`src/rtl/slcd_pkg.sv`:
```
`timescale 1ns / 1ps
`default_nettype none

package slcd_pkg;

	localparam int ADDR_W   = 19;
	localparam int SAMPLE_W = 8;
	localparam int CODE_W   = 15;
	localparam int PIXELS   = 1 << ADDR_W;
	localparam int BIT_W    = 4;
	localparam int CAP_W    = 6;
	localparam int CFG_IDX_W = 3;
	localparam int CFG_DATA_W = 15;

	localparam logic [CAP_W-1:0] CAP_MAX = '1;

	typedef enum logic [CFG_IDX_W-1:0] {
		REG_AXIS_SELECT   = 3'd0,
		REG_INVERSE_PAIRS = 3'd1,
		REG_USE_GRAY      = 3'd2,
		REG_LOWEST_BIT    = 3'd3,
		REG_PROJ_WIDTH    = 3'd4,
		REG_PROJ_HEIGHT   = 3'd5
	} cfg_reg_t;

	typedef enum logic [1:0] {
		AXIS_ROWS = 2'd0,
		AXIS_COLS = 2'd1,
		AXIS_BOTH = 2'd2
	} axis_t;

	// What the current capture does to a pixel
	typedef enum logic [1:0] {
		PH_WHITE,
		PH_BLACK,
		PH_POSITIVE,
		PH_COMPARE
	} phase_t;

	typedef struct packed {
		logic [ADDR_W-1:0]   pixel_addr;
		logic [SAMPLE_W-1:0] sample;
		logic                frame_end;
	} pixel_word_t;

	typedef struct packed {
		logic [ADDR_W-1:0] out_addr;
		logic [CODE_W-1:0] row_code;
		logic [CODE_W-1:0] col_code;
	} code_word_t;

	typedef struct packed {
		logic [SAMPLE_W-1:0] level;
		logic [CODE_W-1:0]   row_code;
		logic [CODE_W-1:0]   col_code;
	} pix_entry_t;

	typedef struct packed {
		phase_t           phase;
		logic             pair_mode;
		logic             use_gray;
		logic [BIT_W-1:0] lowest_bit;
		logic [BIT_W-1:0] bit_pos;
		logic             scanning_columns;
		logic             final_capture;
	} seq_ctrl_t;

	// Floor log2 of a projector size; zero counts as one
	function automatic logic [BIT_W-1:0] top_bit(input logic [CODE_W-1:0] size);
		logic [BIT_W-1:0] t;
		t = '0;
		for (int i = 1; i < CODE_W; i++) begin
			if (size[i]) begin
				t = BIT_W'(i);
			end
		end
		return t;
	endfunction

endpackage

`default_nettype wire

```
`src/rtl/slcd_code_finish.sv`:
```
`timescale 1ns / 1ps
`default_nettype none

module slcd_code_finish (
	input  wire [slcd_pkg::CODE_W-1:0] code_in,
	input  wire                        use_gray,
	input  wire [slcd_pkg::BIT_W-1:0]  lowest_bit,
	output logic [slcd_pkg::CODE_W-1:0] code_out
);

	logic [slcd_pkg::CODE_W-1:0] bin;
	logic [slcd_pkg::CODE_W-1:0] low_mask;

	// Gray to binary: each bit is the parity of itself and all bits above
	always_comb begin
		for (int i = 0; i < slcd_pkg::CODE_W; i++) begin
			bin[i] = ^(code_in >> i);
		end
	end

	assign low_mask = ~((slcd_pkg::CODE_W'(1) << lowest_bit) - slcd_pkg::CODE_W'(1));
	assign code_out = (use_gray ? bin : code_in) & low_mask;

endmodule

`default_nettype wire
```
`config.mk`:
```
export PLATFORM = sky130hd
export DESIGN_NAME = slcd_code_finish
export DESIGN_NICKNAME = d
export VERILOG_FILES = /design/src/rtl/slcd_pkg.sv /design/src/rtl/slcd_code_finish.sv
export SDC_FILE = /design/constraint.sdc
export NUM_CORES = 1
export LEC_CHECK = 0
export ABC_AREA = 1
export BUFFER_PORTS_ARGS = -buffer_cell sky130_fd_sc_hd__buf_2
export CAP_MARGIN = 15
export CORE_MARGIN = 4
export CORE_UTILIZATION = 55
export DETAILED_ROUTE_END_ITERATION = 16
export PLACE_DENSITY = 0.84
export SLEW_MARGIN = 40
export SYNTH_ARGS = -nofsm -noshare
export SYNTH_HDL_FRONTEND = slang
export SYNTH_SLANG_ARGS = --single-unit
```
`constraint.sdc`:
```
create_clock -name vclk -period 2.3
set_input_delay 0.46 -clock vclk [all_inputs]
set_output_delay 0.46 -clock vclk [all_outputs]
set_load 0.01 [all_outputs]
```
==> flow_summary_export.csv <==
group,metric,value,unit
route,via_per_inst,5.03,
global_route,overflow,0,
logic_synthesis,syn_nets,300,
finish,regArea,0,um^2
power,power_density,231,mW/mm^2
route,wirelength,3440,um
sta,fmax,455,MHz
global_route,grt_pass1_vias,1452,
sta,tightest_slew,356,ps
floorplanning,fp.dieH,54.3,um
route,highest_layer,"met4",
power,swShare,64.3,%
placed_design,dp_slack,112,ps
power,p_int,117,uW
global_route,grt_pass1_wl,5710,um
route,route.met2.wl,1530,um
finish,multi_input_comb_area,0.00105,mm^2
logic_synthesis,synth_area,0.00118,mm^2
power,leakage,0.991,nW
sta,max_slew_margin,76.0,%
setup_path,path_cells,"buf_2 > nor2_1 > nand2_1 > ha_1 > inv_1 > or2_4 > xor2_1 > nand3_1 > inv_1 > buf_2",
worst_hold_path,hp-class,"in2out",
logic_synthesis,yosysSeqAreaShare,0,%
placed_design,io_buffers,35,
global_route,antenna_found_initial,0,
placed_design,dpl.hpwl,2870,um
setup_path,critPathMaxFanout,6,
setup_path,worst_setup_path_end_kind,"output port",
route,wl_per_cell,10.0,um
logic_synthesis,yosysUniqueCellTypes,23,
logic_synthesis,syn_inst,279,
sta,timing.setup.tns,0,ps
setup_path,arrival,1740,ps
setup_path,critPathKind,"in2out",
placed_design,gp_congestion,0.887,
logic_synthesis,synth_warnings,0,
floorplanning,ios,35,
setup_path,cpPeakStageDelay,260,ps
route,drt_iter0_drc,70,
finish,num-nets-final,340,
power,p_clk_share,0,%
setup_path,cp.required,1840,ps
flow_run,drv_cap,0,
finish,antenna-diode-count,0,
setup_path,cpLargestDelayFamily,"simple AND/OR/NAND/NOR gates",
sta,final-hold-violation-count,0,
setup_path,critPathLaunchType,"input pin",
sta,period_minus_slack,2200,ps
finish,design.seq.count,0,
sta,setup_viol,0,
floorplanning,fp.dieW,54.3,um
power,comb_power_share,100.0,%
global_route,grt_usage,24.8,%
logic_synthesis,avgSynthCellArea,4.23,um^2
sta,rsz0062_at_grt,"false",
route,drtPass1Iterations,4,
route,ant_nets,0,
sta,worst_slack,102,ps
clock_tree,holdBufCountCts,0,
power,vdd_drop_max,0.128,mV
global_route,grt_max_degree,15,
floorplanning,coreArea,0.00200,mm^2
floorplanning,initial_utilization,58.9,%
setup_path,cp_slowest_cell,"or2_4",
power,power_frac_seq,0,%
route,wl_met1,1630,um
sta,report.final.slew_viol_count,0,
finish,num-clock-buffers,0,
route,wl_met3,230,um
route,vias,1732,
finish,area_delta_synth_final,20.1,%
finish,drive_above_1_share,16.7,%
route,drc_errors,0,
sta,fin_crit_sh,95.6,%
finish,nFillCells,211,
setup_path,worst-path-buf-inv,4,
clock_tree,cts_resized,0,
floorplanning,rows,16,
status,status,"complete, no violations",
floorplanning,dieArea,0.00295,mm^2
power,power_switching,211,uW
clock_tree,cts_setup_buffers,0,
[layer usage]
layer | vias up | track usage (%)
met5 | - | 0
met3 | 6 | 0.545
met1 | 721 | 32.7
li1 | 942 | -
met2 | 63 | 44.4
met4 | 0 | 5.39
[logic make-up after synthesis]
| kind of cell | synth area share, % |
|---|---|
| AOI/OAI and AO/OA | 14.2 |
| xor gates and xnor gates | 1.48 |
| adders and majority gates | 1.06 |
| buffers and inverters | 11.2 |
| and+or+nand+nor | 72.0 |
[final cells by class]
class	count	area share, %
inverter	33	8.74
multi-input combinational	244	73.9
timing repair buffer	40	15.0
tap	27	2.38
[cells in the final DEF, fill, tap and decap left out, types with 2 or more instances in the layout]
master    netlist  final
a21oi_1        10     10
buf_2           1     35
buf_4           0      5
inv_1          30     30
inv_2           3      3
nand2_1       174    174
nand2_2         5      5
nand3_1        19     19
nor2_1         10     10
nor2_2          2      2
o21a_1          2      2
o21ai_0         9      9
o21bai_1        2      2
xor2_1          2      2
[tightest hold or removal path: stages]
cell	delay, ps
buf_2	130
o21ai_0	70
a21oi_1	40
buf_2	130
[power by group through the flow]
| stage | combinational [mW] | clock, mW | sequential [mW] |
|---|---|---|---|
| 4_1_cts | 0.324 | 0 | 0 |
| 2_1_floorplan | 0.220 | 0 | 0 |
| 6_report | 0.328 | 0 | 0 |
| 5_1_grt | 0.375 | 0 | 0 |
| 3_5_place_dp | 0.323 | 0 | 0 |
| 3_3_place_gp | 0.317 | 0 | 0 |
[synthesized netlist by cell type]
| cell type | count | area (um^2) |
|---|---|---|
| nand2_1 | 174 | 653 |
| inv_1 | 30 | 113 |
| nand3_1 | 19 | 95.1 |
| a21oi_1 | 10 | 50.1 |
| nor2_1 | 10 | 37.5 |
| o21ai_0 | 9 | 45.0 |
| nand2_2 | 5 | 31.3 |
| inv_2 | 3 | 11.3 |
| nor2_2 | 2 | 12.5 |
| o21a_1 | 2 | 15.0 |
| o21bai_1 | 2 | 15.0 |
| xor2_1 | 2 | 17.5 |
| a22oi_1 | 1 | 7.51 |
| a31oi_1 | 1 | 6.26 |
| buf_2 | 1 | 5.00 |
| clkbuf_1 | 1 | 3.75 |
| ha_1 | 1 | 12.5 |
| nor2_4 | 1 | 11.3 |
| o21ai_1 | 1 | 5.00 |
| o21ai_2 | 1 | 8.76 |
| o221ai_1 | 1 | 8.76 |
| o22ai_1 | 1 | 6.26 |
| or2_4 | 1 | 8.76 |
[worst paths after layout]
kind / depth (start not counted) / startpoint / end / slack, ps
hold / removal: 4 / code_in[14] / code_out[14] / 1290
setup / recovery: 10 / lowest_bit[1] / code_out[6] / 100
[per-stage QoR]
stage	cells	util, %	power (mW)	hold slack, ps	cell area, um^2
after floorplan	279	-	0.220	1030	1180
after global placement	344	70.8	0.317	1290	1420
after detailed placement	344	70.8	0.323	1290	1420
after CTS	344	70.8	0.324	1280	1420
after global routing	344	70.8	0.375	1320	1420
final	344	70.8	0.328	1290	1420
No activity file was read; power rests on OpenSTA's default activity.
