File: src/rtl/slcd_pkg.sv
`timescale 1ns / 1ps
`default_nettype none

package slcd_pkg;

	localparam int ADDR_W   = 19;
	localparam int SAMPLE_W = 8;
	localparam int CODE_W   = 15;
	localparam int PIXELS   = 1 << ADDR_W;
	localparam int BIT_W    = 4;
	localparam int CAP_W    = 6;
	localparam int CFG_IDX_W = 3;
	localparam int CFG_DATA_W = 15;

	localparam logic [CAP_W-1:0] CAP_MAX = '1;

	typedef enum logic [CFG_IDX_W-1:0] {
		REG_AXIS_SELECT   = 3'd0,
		REG_INVERSE_PAIRS = 3'd1,
		REG_USE_GRAY      = 3'd2,
		REG_LOWEST_BIT    = 3'd3,
		REG_PROJ_WIDTH    = 3'd4,
		REG_PROJ_HEIGHT   = 3'd5
	} cfg_reg_t;

	typedef enum logic [1:0] {
		AXIS_ROWS = 2'd0,
		AXIS_COLS = 2'd1,
		AXIS_BOTH = 2'd2
	} axis_t;

	// What the current capture does to a pixel
	typedef enum logic [1:0] {
		PH_WHITE,
		PH_BLACK,
		PH_POSITIVE,
		PH_COMPARE
	} phase_t;

	typedef struct packed {
		logic [ADDR_W-1:0]   pixel_addr;
		logic [SAMPLE_W-1:0] sample;
		logic                frame_end;
	} pixel_word_t;

	typedef struct packed {
		logic [ADDR_W-1:0] out_addr;
		logic [CODE_W-1:0] row_code;
		logic [CODE_W-1:0] col_code;
	} code_word_t;

	typedef struct packed {
		logic [SAMPLE_W-1:0] level;
		logic [CODE_W-1:0]   row_code;
		logic [CODE_W-1:0]   col_code;
	} pix_entry_t;

	typedef struct packed {
		phase_t           phase;
		logic             pair_mode;
		logic             use_gray;
		logic [BIT_W-1:0] lowest_bit;
		logic [BIT_W-1:0] bit_pos;
		logic             scanning_columns;
		logic             final_capture;
	} seq_ctrl_t;

	// Floor log2 of a projector size; zero counts as one
	function automatic logic [BIT_W-1:0] top_bit(input logic [CODE_W-1:0] size);
		logic [BIT_W-1:0] t;
		t = '0;
		for (int i = 1; i < CODE_W; i++) begin
			if (size[i]) begin
				t = BIT_W'(i);
			end
		end
		return t;
	endfunction

endpackage

`default_nettype wire

File: src/rtl/slcd_sequencer.sv
`timescale 1ns / 1ps
`default_nettype none

module slcd_sequencer (
	input  wire                              clk,
	input  wire                              arst_n,
	input  wire                              cfg_valid,
	output logic                             cfg_ready,
	input  wire [slcd_pkg::CFG_IDX_W-1:0]    cfg_index,
	input  wire [slcd_pkg::CFG_DATA_W-1:0]   cfg_data,
	input  wire                              advance,
	input  wire                              frame_end,
	output slcd_pkg::seq_ctrl_t              ctrl
);

	logic [1:0]                   axis_select_q;
	logic                         pair_mode_q;
	logic                         use_gray_q;
	logic [slcd_pkg::BIT_W-1:0]   lowest_bit_q;
	logic [slcd_pkg::CODE_W-1:0]  proj_width_q;
	logic [slcd_pkg::CODE_W-1:0]  proj_height_q;

	logic [slcd_pkg::CAP_W-1:0]   capture_index_q, capture_index_d;
	logic [slcd_pkg::BIT_W-1:0]   bit_pos_q, bit_pos_d;
	logic                         scanning_columns_q, scanning_columns_d;
	logic                         awaiting_negative_q, awaiting_negative_d;

	logic [slcd_pkg::BIT_W-1:0]   top_w, top_h;
	logic                         rows_planned, cols_planned;
	logic                         final_capture;
	logic [slcd_pkg::CAP_W-1:0]   capture_inc;
	slcd_pkg::phase_t             phase;

	assign cfg_ready = 1'b1;

	always_ff @(posedge clk or negedge arst_n) begin
		if (!arst_n) begin
			axis_select_q <= slcd_pkg::AXIS_BOTH;
			pair_mode_q   <= 1'b0;
			use_gray_q    <= 1'b1;
			lowest_bit_q  <= '0;
			proj_width_q  <= slcd_pkg::CODE_W'(1024);
			proj_height_q <= slcd_pkg::CODE_W'(768);
		end else if (cfg_valid) begin
			unique case (cfg_index)
				slcd_pkg::REG_AXIS_SELECT:   axis_select_q <= cfg_data[1:0];
				slcd_pkg::REG_INVERSE_PAIRS: pair_mode_q   <= cfg_data[0];
				slcd_pkg::REG_USE_GRAY:      use_gray_q    <= cfg_data[0];
				slcd_pkg::REG_LOWEST_BIT:    lowest_bit_q  <= cfg_data[slcd_pkg::BIT_W-1:0];
				slcd_pkg::REG_PROJ_WIDTH:    proj_width_q  <= cfg_data;
				slcd_pkg::REG_PROJ_HEIGHT:   proj_height_q <= cfg_data;
				default: ;
			endcase
		end
	end

	assign top_w = slcd_pkg::top_bit(proj_width_q);
	assign top_h = slcd_pkg::top_bit(proj_height_q);
	// Selector three behaves as rows then columns
	assign rows_planned = (axis_select_q != slcd_pkg::AXIS_COLS) && (top_h >= lowest_bit_q);
	assign cols_planned = (axis_select_q != slcd_pkg::AXIS_ROWS) && (top_w >= lowest_bit_q);

	assign capture_inc = (capture_index_q == slcd_pkg::CAP_MAX) ? capture_index_q
		: capture_index_q + 1'b1;

	always_comb begin
		priority if (capture_index_q == '0) begin
			phase = slcd_pkg::PH_WHITE;
		end else if (capture_index_q == slcd_pkg::CAP_W'(1)) begin
			phase = slcd_pkg::PH_BLACK;
		end else if (pair_mode_q && !awaiting_negative_q) begin
			phase = slcd_pkg::PH_POSITIVE;
		end else begin
			phase = slcd_pkg::PH_COMPARE;
		end
	end

	always_comb begin
		unique case (phase)
			slcd_pkg::PH_BLACK:   final_capture = !rows_planned && !cols_planned;
			slcd_pkg::PH_COMPARE: final_capture = (bit_pos_q <= lowest_bit_q)
				&& (scanning_columns_q || !cols_planned);
			default:              final_capture = 1'b0;
		endcase
	end

	always_comb begin
		capture_index_d     = capture_index_q;
		bit_pos_d           = bit_pos_q;
		scanning_columns_d  = scanning_columns_q;
		awaiting_negative_d = awaiting_negative_q;
		if (advance && frame_end) begin
			if (final_capture) begin
				// Sequence done: expect white again
				capture_index_d     = '0;
				bit_pos_d           = '0;
				scanning_columns_d  = 1'b0;
				awaiting_negative_d = 1'b0;
			end else begin
				unique case (phase)
					slcd_pkg::PH_WHITE: begin
						capture_index_d = slcd_pkg::CAP_W'(1);
					end
					slcd_pkg::PH_BLACK: begin
						capture_index_d     = slcd_pkg::CAP_W'(2);
						awaiting_negative_d = 1'b0;
						scanning_columns_d  = !rows_planned;
						bit_pos_d           = rows_planned ? top_h : top_w;
					end
					slcd_pkg::PH_POSITIVE: begin
						awaiting_negative_d = 1'b1;
						capture_index_d     = capture_inc;
					end
					slcd_pkg::PH_COMPARE: begin
						awaiting_negative_d = 1'b0;
						capture_index_d     = capture_inc;
						if (bit_pos_q > lowest_bit_q) begin
							bit_pos_d = bit_pos_q - 1'b1;
						end else begin
							scanning_columns_d = 1'b1;
							bit_pos_d          = top_w;
						end
					end
				endcase
			end
		end
	end

	always_ff @(posedge clk or negedge arst_n) begin
		if (!arst_n) begin
			capture_index_q     <= '0;
			bit_pos_q           <= '0;
			scanning_columns_q  <= 1'b0;
			awaiting_negative_q <= 1'b0;
		end else begin
			capture_index_q     <= capture_index_d;
			bit_pos_q           <= bit_pos_d;
			scanning_columns_q  <= scanning_columns_d;
			awaiting_negative_q <= awaiting_negative_d;
		end
	end

	assign ctrl.phase            = phase;
	assign ctrl.pair_mode        = pair_mode_q;
	assign ctrl.use_gray         = use_gray_q;
	assign ctrl.lowest_bit       = lowest_bit_q;
	assign ctrl.bit_pos          = bit_pos_q;
	assign ctrl.scanning_columns = scanning_columns_q;
	assign ctrl.final_capture    = final_capture;

endmodule

`default_nettype wire

File: config.mk
export PLATFORM = sky130hd
export DESIGN_NAME = slcd_sequencer
export DESIGN_NICKNAME = d
export VERILOG_FILES = /design/src/rtl/slcd_pkg.sv /design/src/rtl/slcd_sequencer.sv
export SDC_FILE = /design/constraint.sdc
export NUM_CORES = 1
export LEC_CHECK = 0
export BUFFER_PORTS_ARGS = -buffer_cell sky130_fd_sc_hd__buf_2
export CORE_MARGIN = 3
export CORE_UTILIZATION = 25
export DETAILED_ROUTE_END_ITERATION = 8
export PLACE_DENSITY = 0.49
export SLEW_MARGIN = 30
export SYNTH_ARGS = -nofsm -noshare
export SYNTH_HDL_FRONTEND = slang
export SYNTH_SLANG_ARGS = --single-unit
File: constraint.sdc
create_clock -name clk -period 4.7 [get_ports clk]
set_clock_uncertainty 0.2 [all_clocks]
set_input_delay 0.235 -clock clk [delete_from_list [all_inputs] [get_ports clk]]
set_output_delay 0.235 -clock clk [all_outputs]
set_load 0.005 [all_outputs]
==> impl_metrics.csv <==
group,metric,value,unit
outcome,run_status,"completed",
floorplanning,fp.dieArea,12600,um^2
worst_setup_path,worst_ep_required_time,4.26,ns
synthesis,synth_cell_types,60,
routing,number_of_drc_violations_after_detailed_routing,0,
timing,setup_violations,0,
timing,min_period,3.63,ns
routing,wirelength,6.55,mm
power_and_ir_drop,total_leakage_power,1.44,nW
synthesis,yosys_warnings,0,
clock_network,clkLatencyLatePin,0.29,ns
synthesis,postSynthCellCount,264,
synthesis,ys_ff_latch,48,
placement,place.gp.congestion,0.807,
layout,finish.utilization,30.9,%
worst_setup_path,crit_path_end_kind,"output pin",
routing,wirelength_per_cell,14.6,um
layout,areaGrowthSynthToFinish,19.8,%
floorplanning,floorplan.rows,38,
global_routing,grt_pass1_wl,10.9,mm
clock_network,cts.repair.resized,0,
routing,dr.first_iter.drc_count,71,
worst_setup_path,critical_path.max_fanout,10,
timing,final_count_of_hold_timing_violations,0,
layout,num-nets-final,347,
global_routing,grt_start_max_net_pins,49,
global_routing,track_usage,10.9,%
timing,timing.final.crit_share,77.2,%
routing,via_count,2134,
layout,antenna-diode-count,0,
layout,final.fill_count,1141,
timing,fmaxAchievable,276,MHz
synthesis,number_of_enable_flip_flop_cells_after_synthesis,0,
timing,max_slew.worst_pin.slew,0.726,ns
placement,portBuffers,36,
placement,dpl.hpwl,5.09,mm
routing,drt-pass1-iter-count,4,
global_routing,antenna_found_initial,0,
synthesis,sequential_fraction_of_the_synthesis_area,42.8,%
timing,totalNegativeSetupSlack,0,ns
timing,rsz0062_at_grt,"false",
timing,holdWs,0.00529,ns
clock_network,clk_pin_slew_worst_paths,0.06,ns
clock_network,cts-root-buf,"sky130_fd_sc_hd__clkbuf_16",
power_and_ir_drop,pwr_density_cell,523,nW/um^2
run,cap_viol_max_count,0,
worst_setup_path,cp-start-kind,"flop",
floorplanning,dieWidth,112,um
floorplanning,floorplan_die_height,112,um
floorplanning,design.core.area,10900,um^2
worst_setup_path,critical_path_class,"reg2out",
floorplanning,num_io_pins,38,
synthesis,syn-mean-instance-area,10.7,um^2
clock_network,numClockSinks,48,
timing,timing_max_transition_violations_final,0,
floorplanning,floorplan.initialDensity,25.8,%
global_routing,global_route.overflow_total,0,
synthesis,synth_area,2820,um^2
layout,post_route_cells_drive_above_1_share,32.0,%
routing,detail_route.vias_per_cell,4.75,
clock_network,cts.repair_timing.setup_buffer_count,0,
clock_network,cts.path.max_buffers,2,
worst_setup_path,critical_path_data_arrival_time,3.19,ns
clock_network,clock_tree.htree_level_count,2,
timing,max-slew-margin-rel,51.5,%
clock_network,numCtsBuffers,5,
power_and_ir_drop,irDropWorstVdd,149,uV
synthesis,ys_dominant_reg_cell,"sky130_fd_sc_hd__dfrtp_1",
hold_path,holdCritPathClass,"in2reg",
synthesis,async_reset_ff_share,100,%
synthesis,mappedNetlistNets,303,
routing,postRouteAntennaNets,0,
clock_network,tritoncts_clock_tree,"yes",
global_routing,first_global_vias,2093,
## cells in the final DEF, fill, tap and decap left out, drive strengths merged, types with 3 or more instances in the layout
cell type and n:
a21oi 19, and3 3, clkbuf 6, mux2 32, dfrtp 43, dlygate4sd3 10, a32o 3, buf 37
o21ai 10, nand2b 6, ha 16, xor2 3, dfstp 5, nor3 9, inv 16, nor4 6
nor2 15, o31ai 7, o22ai 3, nand2 20
## per-stage QoR
stage / worst slack [ns] / power (W) / std cells / area (um^2)
global route: 0.790 / 0.00192 / 449 / 3380
CTS: 1.04 / 0.00179 / 448 / 3370
finish: 1.07 / 0.00177 / 449 / 3380
detailed placement: 1.36 / 0.00140 / 431 / 3130
floorplan: 1.73 / 0.00122 / 264 / 2820
global placement: 1.42 / 0.00139 / 431 / 3120
## cell type report
cell class | instances | area (um^2) | area share, %
inverters | 16 | 60.1 | 1.78
clock buffers | 6 | 139 | 4.11
well taps | 140 | 175 | 5.18
flip-flops and latches | 48 | 1210 | 35.7
multi-input cells | 190 | 1500 | 44.3
repair buffers | 47 | 288 | 8.51
clock inverters | 2 | 15.0 | 0.444
## flip-flops by register name, indices dropped and copies added (netlist names)
signal and flops:
pair_mode_q 1, axis_select_q 2, awaiting_negative_q 1, capture_index_q 6
lowest_bit_q 4, use_gray_q 1, bit_pos_q 4, proj_width_q 14
scanning_columns_q 1, proj_height_q 14
## power by group
group	internal, W	total [W]	switching [W]
logic	0.000339	0.000745	0.000405
clock network	0.000212	0.000371	0.000159
registers	0.000529	0.000654	0.000125
total	0.00108	0.00177	0.000689
## final timing paths
kind                                       end  slack, ns  cells past startpoint                start
setup reg to reg            capture_index_q[5]       1.51                      8      proj_width_q[9]
max in group asynchronous  awaiting_negative_q       3.50                      3               arst_n
setup / recovery                       ctrl[0]       1.07                      8      proj_width_q[9]
min in group asynchronous    proj_height_q[13]       0.38                      3               arst_n
hold / removal                proj_height_q[9]      0.005                      2          cfg_data[9]
hold reg to reg            awaiting_negative_q       0.28                      1  awaiting_negative_q
## routing by layer
metal | routed length (um) | part of all wire (%) | track usage (%) | vias up
li1 | - | - | - | 1056
met1 | 3320 | 51 | 14.9 | 1034
met2 | 2880 | 44 | 16.5 | 37
met3 | 247 | 3.8 | 2.96 | 7
met4 | 100 | 1.5 | 3.69 | 0
met5 | 0 | 0 | 0 | -
## logic make-up (layout without fill, tap and decap cells)
family	after synthesis	count (layout)	share of synthesized area, %
buf+inv	26	71	4.43
simple gates	73	73	14.5
xor+xnor	4	4	1.24
other cells	1	1	0.133
fa+ha+maj	16	16	7.09
mux	32	32	12.8
compound gates	64	64	17.0
flops	48	48	42.8
## worst max-delay path: stages (launching register included)
cell and delay, ns:
sky130_fd_sc_hd__dfrtp_1 0.40, sky130_fd_sc_hd__or4_1 0.53, sky130_fd_sc_hd__or4_1 0.47, sky130_fd_sc_hd__ha_1 0.30, sky130_fd_sc_hd__o22ai_1 0.12, sky130_fd_sc_hd__a21oi_1 0.08
sky130_fd_sc_hd__a211oi_1 0.42, sky130_fd_sc_hd__or2_1 0.40, sky130_fd_sc_hd__buf_2 0.19
## synth_stat cells, types with 4 or more instances
| cell type | n | area, um^2 |
|---|---|---|
| sky130_fd_sc_hd__nor3_1 | 8 | 40.0 |
| sky130_fd_sc_hd__a21oi_1 | 17 | 85.1 |
| sky130_fd_sc_hd__ha_1 | 16 | 200 |
| sky130_fd_sc_hd__inv_1 | 16 | 60.1 |
| sky130_fd_sc_hd__nand2b_1 | 6 | 37.5 |
| sky130_fd_sc_hd__nor2_1 | 15 | 56.3 |
| sky130_fd_sc_hd__dfrtp_1 | 43 | 1080 |
| sky130_fd_sc_hd__buf_4 | 5 | 37.5 |
| sky130_fd_sc_hd__o31ai_1 | 4 | 30.0 |
| sky130_fd_sc_hd__o21ai_0 | 9 | 45.0 |
| sky130_fd_sc_hd__dfstp_2 | 5 | 131 |
| sky130_fd_sc_hd__nand2_1 | 19 | 71.3 |
| sky130_fd_sc_hd__mux2_2 | 32 | 360 |
## timing repair
item,in CTS,in global routing
setup endpoints to repair,0,0
hold buffers,9,1
endpoints found under the hold margin,56,1
(Power assumes the default switching activity.)
